### src/rtl/byte_deque_indexed_top_macros.svh
`ifndef BYTE_DEQUE_INDEXED_TOP_MACROS_SVH
`define BYTE_DEQUE_INDEXED_TOP_MACROS_SVH

// same-cycle implication
`define BDQ_ASSERT_NOW(label, ante, cons, msg) \
  label: assert property (@(posedge clk) disable iff (rst) (ante) |-> (cons)) \
    else $error(msg);

// next-cycle implication
`define BDQ_ASSERT_NEXT(label, ante, cons, msg) \
  label: assert property (@(posedge clk) disable iff (rst) (ante) |=> (cons)) \
    else $error(msg);

`endif

### src/rtl/bdq_pkg.sv
package bdq_pkg;

  localparam logic [2:0] KIND_PUSH     = 3'd0;
  localparam logic [2:0] KIND_POP_TOP  = 3'd1;
  localparam logic [2:0] KIND_POP_BOT  = 3'd2;
  localparam logic [2:0] KIND_REMOVE   = 3'd3;
  localparam logic [2:0] KIND_READ     = 3'd4;

  localparam logic [1:0] ST_OK   = 2'd0;
  localparam logic [1:0] ST_MISS = 2'd1;
  localparam logic [1:0] ST_FULL = 2'd2;

  typedef struct packed {
    logic [2:0] kind;
    logic [7:0] value;
    logic [3:0] index;
  } item_t;

  typedef struct packed {
    logic [7:0] result_value;
    logic [1:0] status;
    logic [4:0] entry_count;
  } result_t;

endpackage

### src/rtl/bdq_store.sv
`include "byte_deque_indexed_top_macros.svh"

module bdq_store #(
  parameter int DEPTH = 16
) (
  input  logic             clk,
  input  logic             rst,
  input  logic             op_en,
  input  bdq_pkg::item_t   op,
  output bdq_pkg::result_t res
);

  localparam int CW   = $clog2(DEPTH + 1);
  localparam int AW   = $clog2(DEPTH);
  localparam int CMPW = (CW > 4) ? CW : 4;

  logic [7:0]    cells [DEPTH];
  logic [CW-1:0] count;
  logic [CW-1:0] count_next;

  logic          full;
  logic          empty;
  logic          in_range;
  logic          wr;
  logic          rm;
  logic [AW-1:0] pos;

  assign full     = (count == CW'(DEPTH));
  assign empty    = (count == '0);
  assign in_range = (CMPW'(op.index) < CMPW'(count));

  always_comb begin
    wr               = 1'b0;
    rm               = 1'b0;
    pos              = AW'(op.index);
    res.result_value = 8'd0;
    res.status       = bdq_pkg::ST_MISS;
    unique case (op.kind)
      bdq_pkg::KIND_PUSH: begin
        if (!full) begin
          wr               = 1'b1;
          res.result_value = op.value;
          res.status       = bdq_pkg::ST_OK;
        end else begin
          res.status = bdq_pkg::ST_FULL;
        end
      end
      bdq_pkg::KIND_POP_TOP: begin
        pos = AW'(count - CW'(1));
        if (!empty) begin
          rm = 1'b1;
        end
      end
      bdq_pkg::KIND_POP_BOT: begin
        pos = '0;
        if (!empty) begin
          rm = 1'b1;
        end
      end
      bdq_pkg::KIND_REMOVE: begin
        if (in_range) begin
          rm = 1'b1;
        end
      end
      bdq_pkg::KIND_READ: begin
        if (in_range) begin
          res.result_value = cells[pos];
          res.status       = bdq_pkg::ST_OK;
        end
      end
      default: begin
      end
    endcase
    if (rm) begin
      res.result_value = cells[pos];
      res.status       = bdq_pkg::ST_OK;
    end
    count_next = count;
    if (wr) begin
      count_next = count + CW'(1);
    end else if (rm) begin
      count_next = count - CW'(1);
    end
    res.entry_count = 5'(count_next);
  end

  always_ff @(posedge clk) begin
    if (rst) begin
      count <= '0;
    end else if (op_en) begin
      count <= count_next;
    end
  end

  // cells above the removed position move down one place
  always_ff @(posedge clk) begin
    if (op_en && wr) begin
      cells[AW'(count)] <= op.value;
    end else if (op_en && rm) begin
      for (int i = 0; i < DEPTH - 1; i++) begin
        if (AW'(i) >= pos) begin
          cells[i] <= cells[i + 1];
        end
      end
    end
  end

  `BDQ_ASSERT_NOW(a_count_bound, 1'b1, count <= CW'(DEPTH), "count beyond depth")
  `BDQ_ASSERT_NEXT(a_push_grows, op_en && wr, count == $past(count) + CW'(1), "push lost")
  `BDQ_ASSERT_NEXT(a_fail_holds, op_en && res.status != bdq_pkg::ST_OK,
                   count == $past(count), "failed op changed count")

endmodule

### src/rtl/byte_deque_indexed_top.sv
// an accepted item passes the input register and then the result register before its result is valid
// throughput: one item per cycle when the result side does not stall
// the input register feeds the cell store and its result register in one pass
// reset clears the entry count and both valid flags
// cell contents are not cleared; only cells below the count are ever read
`include "byte_deque_indexed_top_macros.svh"

module byte_deque_indexed_top #(
  parameter int DEPTH = 16
) (
  input  logic             clk,
  input  logic             rst,
  input  logic             item_valid,
  output logic             item_stall,
  input  bdq_pkg::item_t   item,
  output logic             result_valid,
  input  logic             result_stall,
  output bdq_pkg::result_t result
);

  logic             held_valid;
  bdq_pkg::item_t   held;
  logic             adv;
  logic             op_en;
  bdq_pkg::result_t store_res;

  assign adv        = !result_valid || !result_stall;
  assign item_stall = held_valid && !adv;
  assign op_en      = held_valid && adv;

  always_ff @(posedge clk) begin
    if (rst) begin
      held_valid <= 1'b0;
    end else if (!item_stall) begin
      held_valid <= item_valid;
    end
  end

  always_ff @(posedge clk) begin
    if (item_valid && !item_stall) begin
      held <= item;
    end
  end

  bdq_store #(
    .DEPTH(DEPTH)
  ) u_store (
    .clk  (clk),
    .rst  (rst),
    .op_en(op_en),
    .op   (held),
    .res  (store_res)
  );

  always_ff @(posedge clk) begin
    if (rst) begin
      result_valid <= 1'b0;
    end else if (adv) begin
      result_valid <= held_valid;
    end
  end

  always_ff @(posedge clk) begin
    if (op_en) begin
      result <= store_res;
    end
  end

  `BDQ_ASSERT_NEXT(a_op_gives_result, op_en, result_valid, "processed item gave no result")
  `BDQ_ASSERT_NOW(a_full_count, result_valid && result.status == bdq_pkg::ST_FULL,
                  result.entry_count == 5'(DEPTH), "full flag with short count")
  `BDQ_ASSERT_NOW(a_fail_zero, result_valid && result.status != bdq_pkg::ST_OK,
                  result.result_value == 8'd0, "failed op returned a byte")

endmodule
### config.mk
export PLATFORM = sky130hd
export DESIGN_NAME = byte_deque_indexed_top
export DESIGN_NICKNAME = d
export VERILOG_FILES = /design/src/rtl/bdq_pkg.sv /design/src/rtl/bdq_store.sv /design/src/rtl/byte_deque_indexed_top.sv
export VERILOG_INCLUDE_DIRS = /design/src /design/src/rtl
export SDC_FILE = /design/constraint.sdc
export NUM_CORES = 1
export LEC_CHECK = 0
export ABC_CLOCK_PERIOD_IN_PS = 3200
export CAP_MARGIN = 20
export CORE_UTILIZATION = 30
export CTS_CLUSTER_SIZE = 20
export DETAILED_ROUTE_END_ITERATION = 8
export DONT_BUFFER_PORTS = 1
export PLACE_DENSITY = 0.48
export RECOVER_POWER = 100
export SYNTH_ARGS = -nofsm -noshare
export SYNTH_HDL_FRONTEND = slang
export SYNTH_HIERARCHICAL = 1
export SYNTH_SLANG_ARGS = --single-unit
### constraint.sdc
create_clock -name clk -period 3.2 [get_ports clk]
set_input_delay 0.32 -clock clk [delete_from_list [all_inputs] [get_ports clk]]
set_output_delay 0.32 -clock clk [all_outputs]
set_load 0.02 [all_outputs]
Word-level counts from Yosys, hierarchy flattened
Memory sizes are Yosys's and may differ from the RTL's. A register that Yosys moved wholly into a read port is not among the register bits. Index checks and enable logic that the tools add are counted.

Bits of input ports: 19. Memories: 1. Memory bits (writable): 128. Register bits: 37. Logic and storage cells: 126. Output and inout bits: 17.

Memories: u_store.cells (depth 16, bits a word 8, rd ports 17, clocked after memory_dff 1, write ports 15, line bdq_store.sv:17) `logic [7:0] cells [DEPTH];`.

Add/subtract/negate cells: 2. Reduce and logical (&&, ||, !) cells: 14. Magnitude comparators: 16. Equal/unequal tests: 5. Mux-type cells: 79.

Operators by type and width (number): two-way mux 1 bit (67); greater-or-equal comparator 4 bit (first input constant) (7); two-way mux 10 bit (2); case mux 10 bit (2 select lines) (1); greater-or-equal comparator 3 x 4 -> 1 bit (first input constant) (4); two-way mux 8 bit (2); two-way mux 5 bit (2); greater-or-equal comparator 1 x 4 -> 1 bit (first input constant) (2); greater-or-equal comparator 2 x 4 -> 1 bit (first input constant) (2); two-way mux 4 bit (2); case mux 4 bit (2 select lines) (1); OR reduction 8 bit (1); == test 3 x 2 -> 1 bit (second input constant) (2); adder 5 x 1 -> 5 bit (second input constant) (1); == test 5 bit (second input constant) (1); logical AND 1 bit (5); logical NOT 5 bit (1); less-than comparator 4 x 5 -> 1 bit (1); subtractor 5 x 1 -> 5 bit (second input constant) (1); logical NOT 1 bit (4); == test 3 x 1 -> 1 bit (second input constant) (1); == test 3 bit (second input constant) (1); logical NOT 3 bit (1); two-way mux 2 bit (1); other kinds (3) (3).

Depth between registers and ports, before layout
Gate-level depths: netlist (run 1).

Depth in word-level cells: 9. Depth in mapped cells: 11. Mapped depth without buffers: 8.

Hierarchy
Netlist (run 1), hierarchy kept.

By module, submodules not included: bdq_store (times used 1, cells each 577, area each 8558.2 um2); byte_deque_indexed_top (times used 1, cells each 40, area each 987.2 um2).

Worst setup path before layout (run 1)
No wires, ideal clock.

Kind: reg-to-reg. From: register result_valid. To: memory u_store.cells[10][0], data pin. Arrival: 2.958 ns. Path slack: -0.017 ns. Cell stages (with the launch flop): 6. Period minus slack after synthesis: 3.217 ns. Cells stage by stage: dfxtp_1 a21boi_0 clkbuf_1 nand2_2 a21oi_2 mux2_2.

RTL lines: start: declaration (line byte_deque_indexed_top.sv:16) `output logic result_valid,`; start signal: assignment (line byte_deque_indexed_top.sv:59) `result_valid <= held_valid;`; end: declaration (line bdq_store.sv:17).

==> results.txt, run 1 <==
status - complete, no violations
Worst VDD drop - 344 uV
Yosys top cell area share - 0.497
Seq cells post-synth - 165
clock slew at reported path FFs - 0.07 ns
worst-case clock buffer depth - 2
top achievable clock speed - 330 MHz
Distinct cells, synth - 68
total track usage - 0.167
fin crit share - 0.948
Ys Warns - 6
Final Instance Area - 10900 um^2
EDFF count, synth - 158
nets - 685
Post-Synthesis Cells - 617
final instance count without filler cells - 1067
CTS root buf - clkbuf_16
CTS tree - built
Critical Path Sink Type - flop
CP Class - flop to flop
Clk Latency, worst-skew pair - 0.44 ns
most common flop cell mapped by yosys - edfxtp_1
Leakage - 3.71 nW
dpl cell area - 10200 um^2
clock network power share - 0.393
IO Pins - 36
adder-cell share of the synthesized area - 0.0105
Worst Path Arrival - 3.22 ns
drt via density - 5.50
post-synthesis xor/xnor area fraction - 0.00642
switching share of power - 0.258
Post-Place Cells - 1019
Final setup violation count - 0
Routed WL - 26.3 mm
dpl ws - 0.244 ns
Iter 0 DRT Violations - 498
Die Wd - 180 um
vias in the first global route - 6004
pwr/cell area - 501 nW/um^2
Seq pwr share - 0.466
commonest cells in the netlist - edfxtp_1 (158), mux2_2 (120), mux4_2 (53)
largest family of logic cells by synthesized area - multiplexers
Async S/R FF share, synth - 0
post-synthesis compound-gate area fraction - 0.0748
Cell Int Power - 4.04 mW
hpwl dp - 19.1 mm
share of cells above drive strength 1 - 0.390
Starting Density - 0.309
slew margin rel. - 0.309
top cells by area, synth - edfxtp_1 (50%), mux2_2 (14%), mux4_2 (13%)
initial antenna violation count - 0
CTS resizes - 0
Setup TNS Final - 0 ns
WL/cell - 24.7 um
clk sinks - 165
Comb pwr share - 0.141
first-pass GRT wire length - 40.1 mm
fin crit period - 3.03 ns
Min-Delay Path Class - input pin to flop
remaining antenna violation count after routing - 0
Synth Area in Simple Gates - 0.0551
H-tree depth - 4
Core Util, Final - 0.352
routed vias - 5867
Tightest Pin Transition - 1.04 ns
DR pass1 iterations - 5
Final Hold Violating Endpoints - 0
DRC viols - 0
fin. max-slew vios - 0
Setup Buffers After CTS - 0
Sw Pwr - 1.41 mW
Syn-to-layout area delta - 14.1%
Die Ht - 180 um
IO buf count - 0
die area - 32500 um^2
final setup skew - 0.0103 ns
clock buffer count from CTS - 17
most area-hungry cell type in the Yosys netlist - edfxtp_1
Mapped Area - 9550 um^2
PnR worst setup slack - 0.166 ns
CP startpoint kind - flop
mux share of post-synthesis cell area - 0.318
max cap viols - 0
syn avg cell area - 15.5 um^2
setup repair after global routing missed its margin - no
largest net degree at the start of global routing - 33
post-synthesis sequential area ratio - 0.512
Post-Syn Nets - 644
core area - 30900 um^2
Post-CTS Hold Buffers - 16
FP Rows - 64
Max Fanout on Critical Path - 10
most common cell in the synthesized netlist - edfxtp_1
gr ovfl total - 0
n_diodes - 0
worst path required time - 3.38 ns
RePlAce Congestion - 0.815
[worst max-delay path, stage by stage, from the launching register on]
cell and delay [ns]:
dfxtp_1 0.33, inv_1 0.10, ha_1 0.29, nor3b_1 0.21, a221oi_1 0.28, o31a_2 0.34, nand3_4 0.21, nor3_1 0.39
buf_4 0.27, mux2_2 0.35
[path summary, 6_finish.rpt]
check,start,to,slack (ns),cells after the start
min reg2reg,held_valid$_SDFFE_PP0N_,result_valid$_SDFFE_PP0P_,0.53,2
max,u_store/count[1]$_SDFFE_PP0P_,u_store/cells[0][2]$_DFFE_PP_,0.17,9
min,item_valid,held_valid$_SDFFE_PP0N_,0.04,2
max reg2reg,u_store/count[1]$_SDFFE_PP0P_,u_store/cells[0][2]$_DFFE_PP_,0.17,9
[power by group through the flow]
| stage | registers [mW] | clock network [mW] | logic, mW |
|---|---|---|---|
| finish | 2.54 | 2.14 | 0.768 |
| global route | 2.55 | 2.29 | 0.815 |
| CTS | 2.54 | 2.20 | 0.776 |
| detailed placement | 2.59 | 0 | 0.757 |
| global placement | 2.58 | 0 | 0.746 |
| floorplan | 2.54 | 0 | 0.567 |
[stage by stage]
step / total power, mW / hold WS [ns]
2_1_floorplan: 3.10 / 0.382
3_3_place_gp: 3.33 / 0.384
3_5_place_dp: 3.34 / 0.390
4_1_cts: 5.52 / 0.0271
5_1_grt: 5.65 / 0.0351
6_report: 5.45 / 0.0423
[routing by layer]
metal	up-vias	track usage	wire [um]
met4	0	0.0434	270
met1	3089	0.234	12500
met5	-	0	0
li1	2615	-	-
met3	13	0.0335	1190
met2	150	0.262	12400
[logic make-up (layout without fill, tap and decap cells)]
family	after synthesis	in the layout
AO/OA/AOI/OAI	86	86
XOR/XNOR	7	7
adder cells (fa/ha/maj)	8	8
buffers and inverters	45	99
flip-flops	165	165
multiplexers	220	220
AND/OR/NAND/NOR	86	86
[state kept, by name, summed over array words and instances, names as in the netlist]
| register | flops |
|---|---|
| u_store/cells | 128 |
| held_valid | 1 |
| held | 15 |
| result_valid | 1 |
| u_store/count | 5 |
| result | 15 |
[final cells by class]
type / count / area, um^2
sequential: 165 / 4880
inverter: 8 / 30.0
multi-input combinational: 407 / 4410
clock buffer: 17 / 425
tap: 396 / 495
clock inverter: 15 / 179
timing repair buffer: 59 / 458
fill: 2932 / 20000
[cell usage in the layout, fill, tap and decap left out, types with 11 or more instances in the layout]
master	netlist	routed
edfxtp_1	158	158
mux2_2	120	119
mux4_2	53	53
mux2i_1	46	46
buf_4	5	23
nand2_1	19	19
a21oi_1	14	17
clkbuf_16	0	17
a22oi_1	17	17
dlygate4sd3_1	0	16
nor2_1	11	14
a21o_1	14	14
clkbuf_2	0	11
(Power assumes the default switching activity.)
==> inputs of run 2 (changes only) <==
--- a/config.mk
+++ b/config.mk
@@ -8,11 +8,11 @@
 export LEC_CHECK = 0
 export ABC_CLOCK_PERIOD_IN_PS = 3200
 export CAP_MARGIN = 20
-export CORE_UTILIZATION = 30
+export CORE_UTILIZATION = 55
 export CTS_CLUSTER_SIZE = 20
 export DETAILED_ROUTE_END_ITERATION = 8
 export DONT_BUFFER_PORTS = 1
-export PLACE_DENSITY = 0.48
+export PLACE_DENSITY = 0.76
 export RECOVER_POWER = 100
 export SYNTH_ARGS = -nofsm -noshare
 export SYNTH_HDL_FRONTEND = slang
==> run 2 against run 1 <==
Effect of this change: register-to-register slack worse by 0.05 ns; combinational power about the same; global-route usage grew 11 points; setup slack worse by 0.048 ns; core utilization up 28 points; sequential power about the same.
==> results.txt, run 2 (synthesis gave the netlist of run 1 again) <==
dpl cell area - 9920 um^2
Routed WL - 23.4 mm
total track usage - 0.277
kind of cell adding the most delay to the critical path - compound AO/OA/AOI/OAI gates
status - complete, no violations
n_diodes - 0
Slowest-stage cell, CP - edfxtp_1
CTS resizes - 0
fin crit period - 3.08 ns
Final Hold Violating Endpoints - 0
clock buffer count from CTS - 17
pwr/cell area - 505 nW/um^2
switching share of power - 0.244
number of flip-flops in the largest register - 128
Syn-to-layout area delta - 11.1%
die area - 17900 um^2
clock network power share - 0.385
core area - 16800 um^2
leading registers by flop count - u_store/cells (128), held (15), result (15)
Min-Delay Path Class - input pin to flop
Reg area - 4880 um^2
routed vias - 6038
Final Power - 5.36 mW
Sw Pwr - 1.31 mW
Post-CTS Hold Buffers - 16
H-tree depth - 4
Final Instance Area - 10600 um^2
largest net degree at the start of global routing - 34
drt via density - 6.83
setup repair after global routing missed its margin - no
IO Pins - 36
most frequent cells in the layout - edfxtp_1 (158), mux2_2 (120), mux4_2 (53), mux2i_1 (46), buf_4 (27)
Iter 0 DRT Violations - 627
PnR worst setup slack - 0.118 ns
clock slew at reported path FFs - 0.06 ns
most flop-heavy register - u_store/cells
CTS tree - built
slew margin rel. - 0.361
nets - 678
Setup Buffers After CTS - 0
Die Wd - 134 um
dpl ws - 0.214 ns
CP startpoint kind - flop
final instance count without filler cells - 884
RePlAce Congestion - 0.952
multi-input logic area - 4410 um^2
Max Fanout on Critical Path - 12
CTS root buf - clkbuf_16
Starting Density - 0.570
DR pass1 iterations - 5
first-pass GRT wire length - 36.3 mm
hpwl dp - 16.6 mm
Setup TNS Final - 0 ns
WL/cell - 26.5 um
worst hold margin - 0.0253 ns
Core Util, Final - 0.633
clk sinks - 165
Final setup violation count - 0
Seq pwr share - 0.472
fin crit share - 0.963
most common cell after layout, fill and taps aside - edfxtp_1
Comb pwr share - 0.143
worst path required time - 3.34 ns
Critical Path Sink Type - flop
Post-Place Cells - 836
Die Ht - 134 um
Bufs and invs on worst path - 1
worst-case clock buffer depth - 2
top achievable clock speed - 324 MHz
FP Rows - 47
fin. max-slew vios - 0
DRC viols - 0
max cap viols - 0
CP Class - flop to flop
Filler Cell Count - 1214
Cell Int Power - 4.05 mW
remaining antenna violation count after routing - 0
Clk Latency, worst-skew pair - 0.44 ns
Worst Path Arrival - 3.22 ns
IO buf count - 0
final setup skew - 0.00979 ns
share of cells above drive strength 1 - 0.386
Worst VDD drop - 444 uV
gr ovfl total - 0
critical path cell sequence - a21o_1, a211oi_4, clkbuf_4, mux4_2, mux2i_1, o221ai_1
initial antenna violation count - 0
Leakage - 3.68 nW
vias in the first global route - 6104
Tightest Pin Transition - 0.950 ns
max incr delay on CP - 0.54 ns
-- run 2: changes by cell type in the layout (fill, tap and decap cells not counted), sizes merged --
cell      before  now
clkinv         2    3
inv           12    8
clkbuf        35   31
buf           25   28
clkinvlp       6    3
-- run 2: final cells by class --
type	instances	area share
inverter	8	0.00283
multi-input combinational	407	0.416
tap	220	0.0259
sequential	165	0.460
clock inverter	9	0.0123
timing repair buffer	52	0.0395
clock buffer	23	0.0432
-- run 2: worst register-to-register path, delay by kind of cell, from the launching register on --
| kind | cells | cell delay [ns] |
|---|---|---|
| compound gates | 3 | 1.06 |
| buf+inv | 1 | 0.35 |
| flops | 1 | 0.54 |
| mux | 2 | 0.84 |
-- run 2: per-layer routing --
metal | GRT usage | share of wire
met2 | 0.441 | 0.47
met5 | 0 | 0
met4 | 0.0878 | 0.021
met3 | 0.0742 | 0.090
met1 | 0.370 | 0.42
-- run 2: final timing paths --
kind / start / to / slack, ns / cells past startpoint
worst max-delay path: held[12]$_DFFE_PP_ / result[14]$_DFFE_PP_ / 0.12 / 6
worst min-delay path: rst / u_store/count[1]$_SDFFE_PP0P_ / 0.03 / 1
worst max register to register: held[12]$_DFFE_PP_ / result[14]$_DFFE_PP_ / 0.12 / 6
worst min register to register: held_valid$_SDFFE_PP0N_ / result_valid$_SDFFE_PP0P_ / 0.51 / 2
-- run 2: power by group through the flow --
stage | logic (mW) | clock network [mW] | registers, mW
floorplan | 0.567 | 0 | 2.54
global placement | 0.717 | 0 | 2.57
detailed placement | 0.740 | 0 | 2.58
CTS | 0.763 | 2.10 | 2.53
global route | 0.805 | 2.16 | 2.54
finish | 0.765 | 2.06 | 2.53
